### config.mk
export PLATFORM = sky130hd
export DESIGN_NAME = bhpq_ctrl
export DESIGN_NICKNAME = d
export VERILOG_FILES = /design/src/hdl/bhpq_pkg.sv /design/src/hdl/bhpq_ctrl.sv
export SDC_FILE = /design/constraint.sdc
export NUM_CORES = 1
export LEC_CHECK = 0
export ABC_AREA = 1
export BUFFER_PORTS_ARGS = -buffer_cell sky130_fd_sc_hd__buf_4
export CORE_AREA = 2 2 39 41
export DETAILED_ROUTE_END_ITERATION = 16
export DIE_AREA = 0 0 41 43
export PLACE_DENSITY = 0.66
export SLEW_MARGIN = 20
export SYNTH_ARGS = -nofsm -noshare
export SYNTH_HDL_FRONTEND = slang
export SYNTH_SLANG_ARGS = --single-unit
### constraint.sdc
create_clock -name clk -period 1.3 [get_ports clk]
set_input_delay 0.13 -clock clk [delete_from_list [all_inputs] [get_ports clk]]
set_output_delay 0.13 -clock clk [all_outputs]
set_load 0.01 [all_outputs]
### src/hdl/bhpq_pkg.sv
// ----------------------------------------------------------------------------
// bhpq_pkg: shared types and constants for the binary heap priority queue
// Operation, status, register index and controller state codes, widths and
// the command/status bundles passed between controller and datapath.
// ----------------------------------------------------------------------------
package bhpq_pkg;

	localparam int CAPACITY = 1024;
	localparam int AW = $clog2(CAPACITY + 1);
	localparam int CW = 11;
	localparam int VW = 32;
	localparam int TW = 32;

	typedef enum logic [2:0] {
		OP_INSERT  = 3'd0,
		OP_EXTRACT = 3'd1,
		OP_PEEK    = 3'd2,
		OP_RAISE   = 3'd3,
		OP_LOWER   = 3'd4,
		OP_DELETE  = 3'd5
	} op_t;

	localparam logic [2:0] ST_OK       = 3'd0;
	localparam logic [2:0] ST_EMPTY    = 3'd1;
	localparam logic [2:0] ST_FULL     = 3'd2;
	localparam logic [2:0] ST_BAD_POS  = 3'd3;
	localparam logic [2:0] ST_WRONG_DIR = 3'd4;

	localparam logic [0:0] REG_ORDER = 1'd0;
	localparam logic [0:0] REG_LIMIT = 1'd1;

	typedef enum logic [3:0] {
		S_IDLE,
		S_RD_POS,
		S_CHECK,
		S_RD_LAST,
		S_PLACE,
		S_UP_RD,
		S_UP_CMP,
		S_DN_RD_L,
		S_DN_RD_R,
		S_DN_CMP,
		S_TOP_RD,
		S_TOP_CAP,
		S_DONE
	} state_t;

	typedef enum logic [3:0] {
		C_NONE,
		C_LOAD,
		C_RD_POS,
		C_CHECK,
		C_RD_LAST,
		C_PLACE,
		C_UP_RD,
		C_UP_CMP,
		C_DN_RD_L,
		C_DN_RD_R,
		C_DN_CMP,
		C_TOP_RD,
		C_TOP_CAP,
		C_EMIT
	} cmd_t;

	typedef struct packed {
		logic       done_early;
		logic       go_up;
		logic       go_down;
		logic       go_top;
		logic       need_last;
		logic       retry_down;
		logic       up_more;
		logic       dn_more;
		logic       has_right;
		logic       out_busy;
	} stat_t;

	function automatic logic beats(input logic mn, input logic signed [VW-1:0] a,
			input logic signed [VW-1:0] b);
		beats = mn ? (a < b) : (a > b);
	endfunction

endpackage

### src/hdl/bhpq_ctrl.sv
// ----------------------------------------------------------------------------
// bhpq_ctrl: operation sequencer
// Steps each operation through check, move and sift phases where it needs them, and a result phase.
// ----------------------------------------------------------------------------
module bhpq_ctrl import bhpq_pkg::*; (
	input  logic  clk,
	input  logic  arst_n,
	input  logic  req_valid,
	output logic  req_ready,
	input  stat_t stat,
	output cmd_t  cmd
);
	state_t state_q;
	state_t state_d;
	logic   dn_stage_q;
	logic   dn_stage_d;

	always_ff @(posedge clk or negedge arst_n) begin
		if (!arst_n) begin
			state_q <= S_IDLE;
			dn_stage_q <= 1'b0;
		end else begin
			state_q <= state_d;
			dn_stage_q <= dn_stage_d;
		end
	end

	always_comb begin
		state_d = state_q;
		dn_stage_d = dn_stage_q;
		cmd = C_NONE;
		req_ready = 1'b0;
		unique case (state_q)
			S_IDLE: begin
				req_ready = 1'b1;
				if (req_valid) begin
					cmd = C_LOAD;
					state_d = S_RD_POS;
				end
			end
			S_RD_POS: begin
				cmd = C_RD_POS;
				state_d = S_CHECK;
			end
			S_CHECK: begin
				cmd = C_CHECK;
				if (stat.done_early) state_d = S_DONE;
				else if (stat.need_last) state_d = S_RD_LAST;
				else if (stat.go_top) state_d = S_TOP_RD;
				else state_d = S_PLACE;
			end
			S_RD_LAST: begin
				cmd = C_RD_LAST;
				state_d = S_PLACE;
			end
			S_PLACE: begin
				cmd = C_PLACE;
				dn_stage_d = 1'b0;
				state_d = S_TOP_RD;
			end
			S_TOP_RD: begin
				cmd = C_TOP_RD;
				state_d = S_TOP_CAP;
			end
			S_TOP_CAP: begin
				cmd = C_TOP_CAP;
				priority if (dn_stage_q || stat.go_top) state_d = S_DONE;
				else if (stat.go_up) state_d = S_UP_RD;
				else state_d = S_DN_RD_L;
			end
			S_UP_RD: begin
				cmd = C_UP_RD;
				state_d = S_UP_CMP;
			end
			S_UP_CMP: begin
				cmd = C_UP_CMP;
				if (stat.up_more) state_d = S_UP_RD;
				else if (stat.retry_down) state_d = S_DN_RD_L;
				else begin
					dn_stage_d = 1'b1;
					state_d = S_TOP_RD;
				end
			end
			S_DN_RD_L: begin
				cmd = C_DN_RD_L;
				state_d = S_DN_RD_R;
			end
			S_DN_RD_R: begin
				cmd = C_DN_RD_R;
				state_d = S_DN_CMP;
			end
			S_DN_CMP: begin
				cmd = C_DN_CMP;
				if (stat.dn_more) state_d = S_DN_RD_L;
				else begin
					dn_stage_d = 1'b1;
					state_d = S_TOP_RD;
				end
			end
			S_DONE: begin
				if (!stat.out_busy) begin
					cmd = C_EMIT;
					state_d = S_IDLE;
				end
			end
			default: state_d = S_IDLE;
		endcase
	end
endmodule
==> run summary, run 1 <==
The run finished, with violations left. The final reports fail on setup timing. Traced cell by cell, the critical path runs through nand2_1, inv_1, nand3b_1, o21ai_1, or2_1, buf_6. The type of element launching the critical path is a register. Clock latency on the worst-skew pair, taken at its later pin, is 0.23 ns. Counting the fill cells in the layout gives 136. Counting the buffers created by CTS gives 3.

For the via count of the first global-routing pass, the log shows 549. The logs give 0 for the number of nets still failing antenna checks after routing and 2100 µm for the global-route wire length before repair. Clock slew seen by the registers of the worst setup and hold paths: 0.04 ns. Based on the critical path, the design can be clocked at up to 696 MHz. The pin count of the biggest net entering global routing was 6; the die footprint was 1760 µm².

The number of cells traversed by the worst register-to-register path came out at 9. The switching power of the nets was 0.000815 W; the overall global routing resource usage was 17.8%. The number of instances in the synthesized netlist was 90. The logs give 0.000970 V for the worst supply voltage drop on vdd and 12 for the detailed router's first-iteration violation count.

The category of the most critical setup path is register to primary output. The highest-delay cell along the critical path is sky130_fd_sc_hd__dfrtp_1. The critical path's top delay family was flip-flops. Critical hold path startpoint: stat[8].

The maximum fanout count along the critical path was 4. The global placer's final weighted congestion was 0.809. Global routing finished with a remaining overflow of 0. The source of the worst register-to-register timing path was state_q[3].

Class of the tightest hold or removal check: input port to register. In this run, synthesis produced a sequential element count of 5. Dividing the detail-routed wire length by the instance count gives 9.69 µm. The ratio of final minimum period to clock period works out to 111%.

The run gives 0 ns as the worst-case register-to-register setup slack. The run gives 103 as the total nets after synthesis. The final layout contains 130 nets. Measured against its own limit, the worst slew margin works out to 84.2%. The tools report the sort of element at the end of the critical path as a primary output.

Dividing total power by cell area gives a power density of 2250 nW/µm². The die is 41 µm wide. The logic gate share of total power was 69.9%; the post-route clock skew was 0.00177 ns.

The area inside the core boundary is 1380 µm². For the detailed placer's ending HPWL, the log shows 1040 µm. Of the total power, registers draw 20.1%. The run gives 0.000888 W as the total internal power. In this run the deepest clock path goes through 2 buffers.

Sequential elements use 25.0% of the synthesized area. At the placement stage, the worst setup path has a slack of 0.0540 ns. The worst hold path stage count was 2; the placement row count was 14. The worst path buffer plus inverter count works out to 2. Of the total power, the share spent switching nets is 47.8%. Via density per instance: 4.73. The path with the worst hold slack has its endpoint at state_q[1]. Adding up every negative setup slack in the final design gives -0.302 ns.

The pin slew with the least headroom to its limit was 0.234 ns; the power share of the clock group was 10.0%. Max-cap violations in this run came to 0. The tools report the number of primary I/O pins as 18.

The delay contributed by the slowest stage of the critical path is 0.42 ns, and the count of inserted antenna diode cells is 0. After detailed routing, the total wire length is 1280 µm. The hold violation count in the final report is 0, and the remaining design rule violation count is 0.

The final setup violation count is 5. STA puts the critical path data required time at 1.17 ns. The run gives -0.137 ns as the post-route worst setup slack. The starting density of the core was 36.2%. TritonCTS built the clock tree. The run gives 0.417 nW as the leakage power figure. Setup repair after global routing could not meet its margin everywhere. The netlist uses 18 different library cells.

The final route contains 625 vias. The tools report the number of antenna violations at the first check in global routing as 0. Each instance of the synthesized netlist takes up on average 5.56 µm². The tools report the final number of max-transition violations as 0.

In this run the tool buffered the top-level ports with 15 buffer cells. The first TritonRoute pass finished after 6 iterations. Clock tree synthesis found a total of 5 sinks. On the final layout, the worst hold slack is 0.114 ns. The area growth from synthesis to layout was 51.0%; the data arrival time at the worst-slack endpoint was 1.31 ns. The die is 43 µm tall. The endpoint identified for the worst register-to-register timing path is state_q[0]. The number of H-tree branching levels is 1, and the synthesis warning total is 0. Once layout is complete, the utilization of the core stands at 54.6%. The root buffer cell chosen for the clock tree is sky130_fd_sc_hd__clkbuf_4. Leaving out fill and tap cells, the most frequent cell in the layout is sky130_fd_sc_hd__nand2_1. The synthesized area was 500 µm²; the critical path depth in cells was 6. Counting I/O delays and the setup requirement, the final critical path takes 1.44 ns. Leaving out fill and tap cells, the most frequent cells in the layout are sky130_fd_sc_hd__nand2_1, sky130_fd_sc_hd__buf_4, sky130_fd_sc_hd__nor2_1.

In the final layout, the share of cells above drive strength 1 is 40.5%.
[through the flow]
stage | power, W | cells | instance area (µm²)
floorplan | 0.000972 | 90 | 500
global placement | 0.00135 | 123 | 648
detailed placement | 0.00136 | 123 | 648
CTS | 0.00165 | 132 | 737
global route | 0.00188 | 132 | 756
finish | 0.00170 | 132 | 756
[layer usage]
metal,routed length [µm],vias to the layer above,global-route usage [%]
li1,-,335,-
met1,541,276,20.6
met2,683,14,29.7
met3,55,0,4.71
met4,0,0,6.00
met5,0,-,0
[kinds of logic (layout without fill, tap and decap cells)]
family                 count (synthesis)  count (layout)  synth area share (%)
buffers and inverters                 15              41                  11.3
flip-flops                             5               5                  25.0
AND/OR/NAND/NOR                       63              63                  54.7
AO/OA/AOI/OAI                          7               7                  9.00
[sequential cells by signal (all words and copies together), names as in the netlist]
name	cells
state_q	4
dn_stage_q	1
[power by group through the flow]
stage	Combinational, W	Sequential [W]	Clock, W
2_1_floorplan	0.000668	0.000304	0
6_report	0.00119	0.000343	0.000170
5_1_grt	0.00133	0.000353	0.000197
3_3_place_gp	0.00102	0.000326	0
3_5_place_dp	0.00103	0.000323	0
4_1_cts	0.00116	0.000324	0.000175
[Yosys cell counts (all sizes together)]
cell type	number	area [µm²]
nor3	2	10.0
o211ai	1	7.51
inv	15	56.3
o31ai	1	7.51
nand4	1	6.26
nand3	5	25.0
o21ai	4	23.8
o22ai	1	6.26
nand3b	1	7.51
or2	1	6.26
dfrtp	5	125
nor2	22	92.6
nand2	31	126
[worst max path at each step]
stage | from | end | slack (ns)
after floorplan | state_q[2] | cmd[0] | 0.17
after global placement | state_q[2] | cmd[2] | 0.09
after detailed placement | state_q[2] | cmd[2] | 0.05
after CTS | state_q[2] | cmd[2] | -0.13
after global routing | state_q[2] | cmd[2] | -0.21
final | state_q[2] | cmd[2] | -0.14
[repair_timing]
action | CTS | global route
pin swaps | 2 | 1
endpoints found under the setup margin | 4 | 10
endpoints found under the hold margin | 5 | 0
buffers inserted | 4 | 1
hold buffers | 1 | 0
resized for setup | 7 | 9
[area by class of cell]
type,count,area [µm²],area share (%)
Multi-Input combinational cell,70,354,46.9
Timing Repair Buffer,22,171,22.7
Sequential cell,5,128,16.9
Inverter,15,56.3,7.45
Clock buffer,4,26.3,3.48
Tap cell,16,20.0,2.65
No activity file was read; power rests on OpenSTA's default activity.
==> run 2: changes to the inputs <==
--- a/config.mk
+++ b/config.mk
@@ -6,11 +6,11 @@
 export NUM_CORES = 1
 export LEC_CHECK = 0
 export ABC_AREA = 1
-export BUFFER_PORTS_ARGS = -buffer_cell sky130_fd_sc_hd__buf_4
+export BUFFER_PORTS_ARGS = -buffer_cell sky130_fd_sc_hd__buf_2
 export CORE_AREA = 2 2 39 41
 export DETAILED_ROUTE_END_ITERATION = 16
 export DIE_AREA = 0 0 41 43
-export PLACE_DENSITY = 0.66
+export PLACE_DENSITY_LB_ADDON = 0.15
 export SLEW_MARGIN = 20
 export SYNTH_ARGS = -nofsm -noshare
 export SYNTH_HDL_FRONTEND = slang
==> run 2 against run 1 <==
Compared with the run above:
- the flow still finishes with violations (setup timing)
- wire length rose by 2.2%
- via count shrank 2.7%
- critical path depth unchanged
- register-to-register slack improved by 0.09 ns
- sequential cell count stayed put
- clock skew grew 0.0015 ns
- clock-buffer cell count is the same
- maximum frequency is 0.27% lower
- combinational power shrank 9%
- first-iteration DRC count increased by 50%
- final area is 8.9% lower
- clock power rose by 5%
- largest cell class unchanged
- largest power group unchanged
==> run summary, run 2 (synthesis gave the netlist of run 1 again) <==
Internal power comes to 0.000799 W. The tools report the highest clock rate as 694 MHz. The largest registers in the layout are state_q: 4 flops, dn_stage_q: 1 flops.

Data arrives at the worst endpoint at 1.31 ns. Setup violations remaining at the end of the flow were counted as 4. On the worst path, the slowest cell contributes a delay of 0.42 ns. For this run, the post-layout net count is 128.

The floorplan step set the die width to 41 µm. The run gives 1380 µm² as the area inside the core boundary. Worst supply voltage drop on vdd: 0.000970 V. The worst register-to-register path begins at state_q[3].

The first global-routing pass estimated 2100 µm of wire. The hold violation count in the final report is 0, and the overall global routing resource usage is 17.5%. The cell sitting at the root of the clock tree is a sky130_fd_sc_hd__clkbuf_4. The floorplan has 14 rows. The worst path buffer plus inverter count was 2.

Routability-driven placement finished with a final weighted congestion of 0.762. The remaining design rule violation count was 0; the number of nets still failing antenna checks after routing was 0. The placed instances occupy a cell area of 611 µm². 18 I/O pins were placed.

Detailed routing inserted a total of 608 vias. The logs give 688 µm² for the post-route cell area and 2 for the maximum clock insertion buffer count. The die span in y is 43 µm, and the number of H-tree branching levels is 1.

The post-route clock skew was 0.00331 ns; the starting density of the core was 36.2%. For the required time of the critical path, the log shows 1.17 ns. The via count of the first global-routing pass was 488; the final number of max-transition violations was 0.

More flip-flops sit in one register than any other, and that register is state_q. The headroom to the max-slew limit was 84.1%. For the number of clock sinks, the log shows 5.

The final reports fail on setup timing. Type of element launching the critical path: a register. The pin slew with the least headroom to its limit is 0.236 ns, and the minimum clock period is 1.44 ns. The switching power of the nets is 0.000802 W, and the final setup TNS is -0.327 ns. The repair_antennas step left the layout with diodes totalling 0. The worst setup path is captured at a primary output. The run finished, with violations left. The pre-antenna-repair detailed-routing pass consisted of 4 iterations. Compared with the post-synthesis result, the final layout area differs by 37.5%. The path class of the tightest hold or removal check is input port to register. The run gives 159 as the fill cell instance count of the final layout. The proportion of layout cells with a drive suffix above 1 was 35.1%. The quantity of I/O buffers inserted on ports was 15. After clock tree synthesis, the clock-pin slew on the worst setup and hold paths is 0.04 ns. The run gives 0.395 nW as the leakage power figure. The critical hold path startpoint was stat[8]. The run gives 0 as the total congestion overflow.

Entering global routing, the biggest net connects 6 pins. In the layout the commonest cells are sky130_fd_sc_hd__nand2_1, sky130_fd_sc_hd__nor2_1, sky130_fd_sc_hd__buf_2. The via density per instance was 4.68; the post-detailed-route wirelength per cell was 10.1 µm.

In this design, the largest share of critical-path delay is due to flip-flops. The number of antenna violations at the first check in global routing is 0. In this run, the number of DRC markers left after iteration 0 of detailed routing was 18. The tool flagged a number of max-cap violations equal to 0. The net switching share of the total power works out to 50.1%. Setup repair after global routing could not meet its margin everywhere.

Category of the most critical setup path: register to primary output. Counting the buffers created by CTS gives 3. The slowest stage of the critical path belongs to the cell sky130_fd_sc_hd__dfrtp_1. Of all nets on the critical path, the largest fanout is 4. After layout, the worst path uses 111% of the clock period.

Walking the worst path, the cells encountered are nand2_1, inv_1, nand3b_1, o21ai_1, or2_1, buf_2. The clock latency reported for the late side of the worst-skew pair was 0.24 ns. For the post-route worst setup slack, the log shows -0.141 ns. In this run the worst setup path begins at state_q[2]. The tools report the sequential share of power as 21.5%. The logic gate share of total power came out at 67.3%. TritonCTS built the clock tree.

The floorplan step defined a die boundary enclosing 1760 µm². For this design the ratio of total power to cell area is 2330 nW/µm². The wire length after detailed routing was 1310 µm; the power share of the clock group was 11.2%. The register with the most flip-flops in the layout has 4 of them.

The tools report the final hold slack as 0.116 ns. The HPWL after detailed placement is 1040 µm. Most common cell after layout, fill and taps aside: sky130_fd_sc_hd__nand2_1.
[run 2: changes by cell type in the layout (fill, tap and decap cells not counted), sizes merged]
cell,delta
buf,-2
[run 2: final timing paths]
| kind | end | slack [ns] | cells after the start |
|---|---|---|---|
| setup / recovery | cmd[2] | -0.14 | 6 |
| setup reg to reg | state_q[1] | 0.09 | 7 |
| max in group asynchronous | state_q[1] | 0.93 | 2 |
| hold reg to reg | dn_stage_q | 0.54 | 2 |
| hold / removal | state_q[1] | 0.12 | 2 |
| min in group asynchronous | state_q[3] | 0.23 | 2 |
[run 2: timing repair]
action                                  4_1_cts  5_1_grt
gates resized for setup                       4        5
endpoints found under the hold margin         5        0
setup buffers                                 2        0
endpoints found under the setup margin        5        5
hold buffers                                  1        0
cloned                                        0        0
pin swaps                                     1        1
[run 2: final cells by class]
cell class | instances | area (µm²) | share of cell area [%]
multi-input cells | 70 | 343 | 49.8
clock buffers | 4 | 26.3 | 3.82
flip-flops and latches | 5 | 128 | 18.5
repair buffers | 20 | 115 | 16.7
well taps | 16 | 20.0 | 2.91
inverters | 15 | 56.3 | 8.18
[run 2: stage by stage]
stage	instances	worst slack, ns	total power (W)	util (%)
finish	130	-0.141	0.00160	49.7
global route	130	-0.216	0.00177	49.7
CTS	130	-0.148	0.00155	48.5
detailed placement	123	0.0664	0.00128	44.1
global placement	123	0.0891	0.00129	44.1
floorplan	90	0.167	0.000972	-
[run 2: worst register-to-register path, stage by stage, from the launching register on]
cell                       delay [ns]
sky130_fd_sc_hd__dfrtp_1         0.38
sky130_fd_sc_hd__inv_1           0.10
sky130_fd_sc_hd__nand2_2         0.13
sky130_fd_sc_hd__inv_1           0.07
sky130_fd_sc_hd__nand2_1         0.08
sky130_fd_sc_hd__nand2_1         0.07
sky130_fd_sc_hd__nor2_1          0.12
sky130_fd_sc_hd__o211ai_1        0.12
[run 2: power by group through the flow]
| stage | registers [W] | clock network (W) | logic [W] |
|---|---|---|---|
| 2_1_floorplan | 0.000304 | 0 | 0.000668 |
| 3_3_place_gp | 0.000328 | 0 | 0.000960 |
| 3_5_place_dp | 0.000326 | 0 | 0.000956 |
| 4_1_cts | 0.000327 | 0.000189 | 0.00103 |
| 5_1_grt | 0.000355 | 0.000207 | 0.00121 |
| 6_report | 0.000345 | 0.000179 | 0.00108 |
[run 2: per-layer routing]
layer  part of all wire, %  track usage (%)  wire length, µm
met1                    47             25.6              611
met2                    48             24.1              624
met3                   5.4             7.85               71
met4                     0             2.00                0
met5                     0                0                0
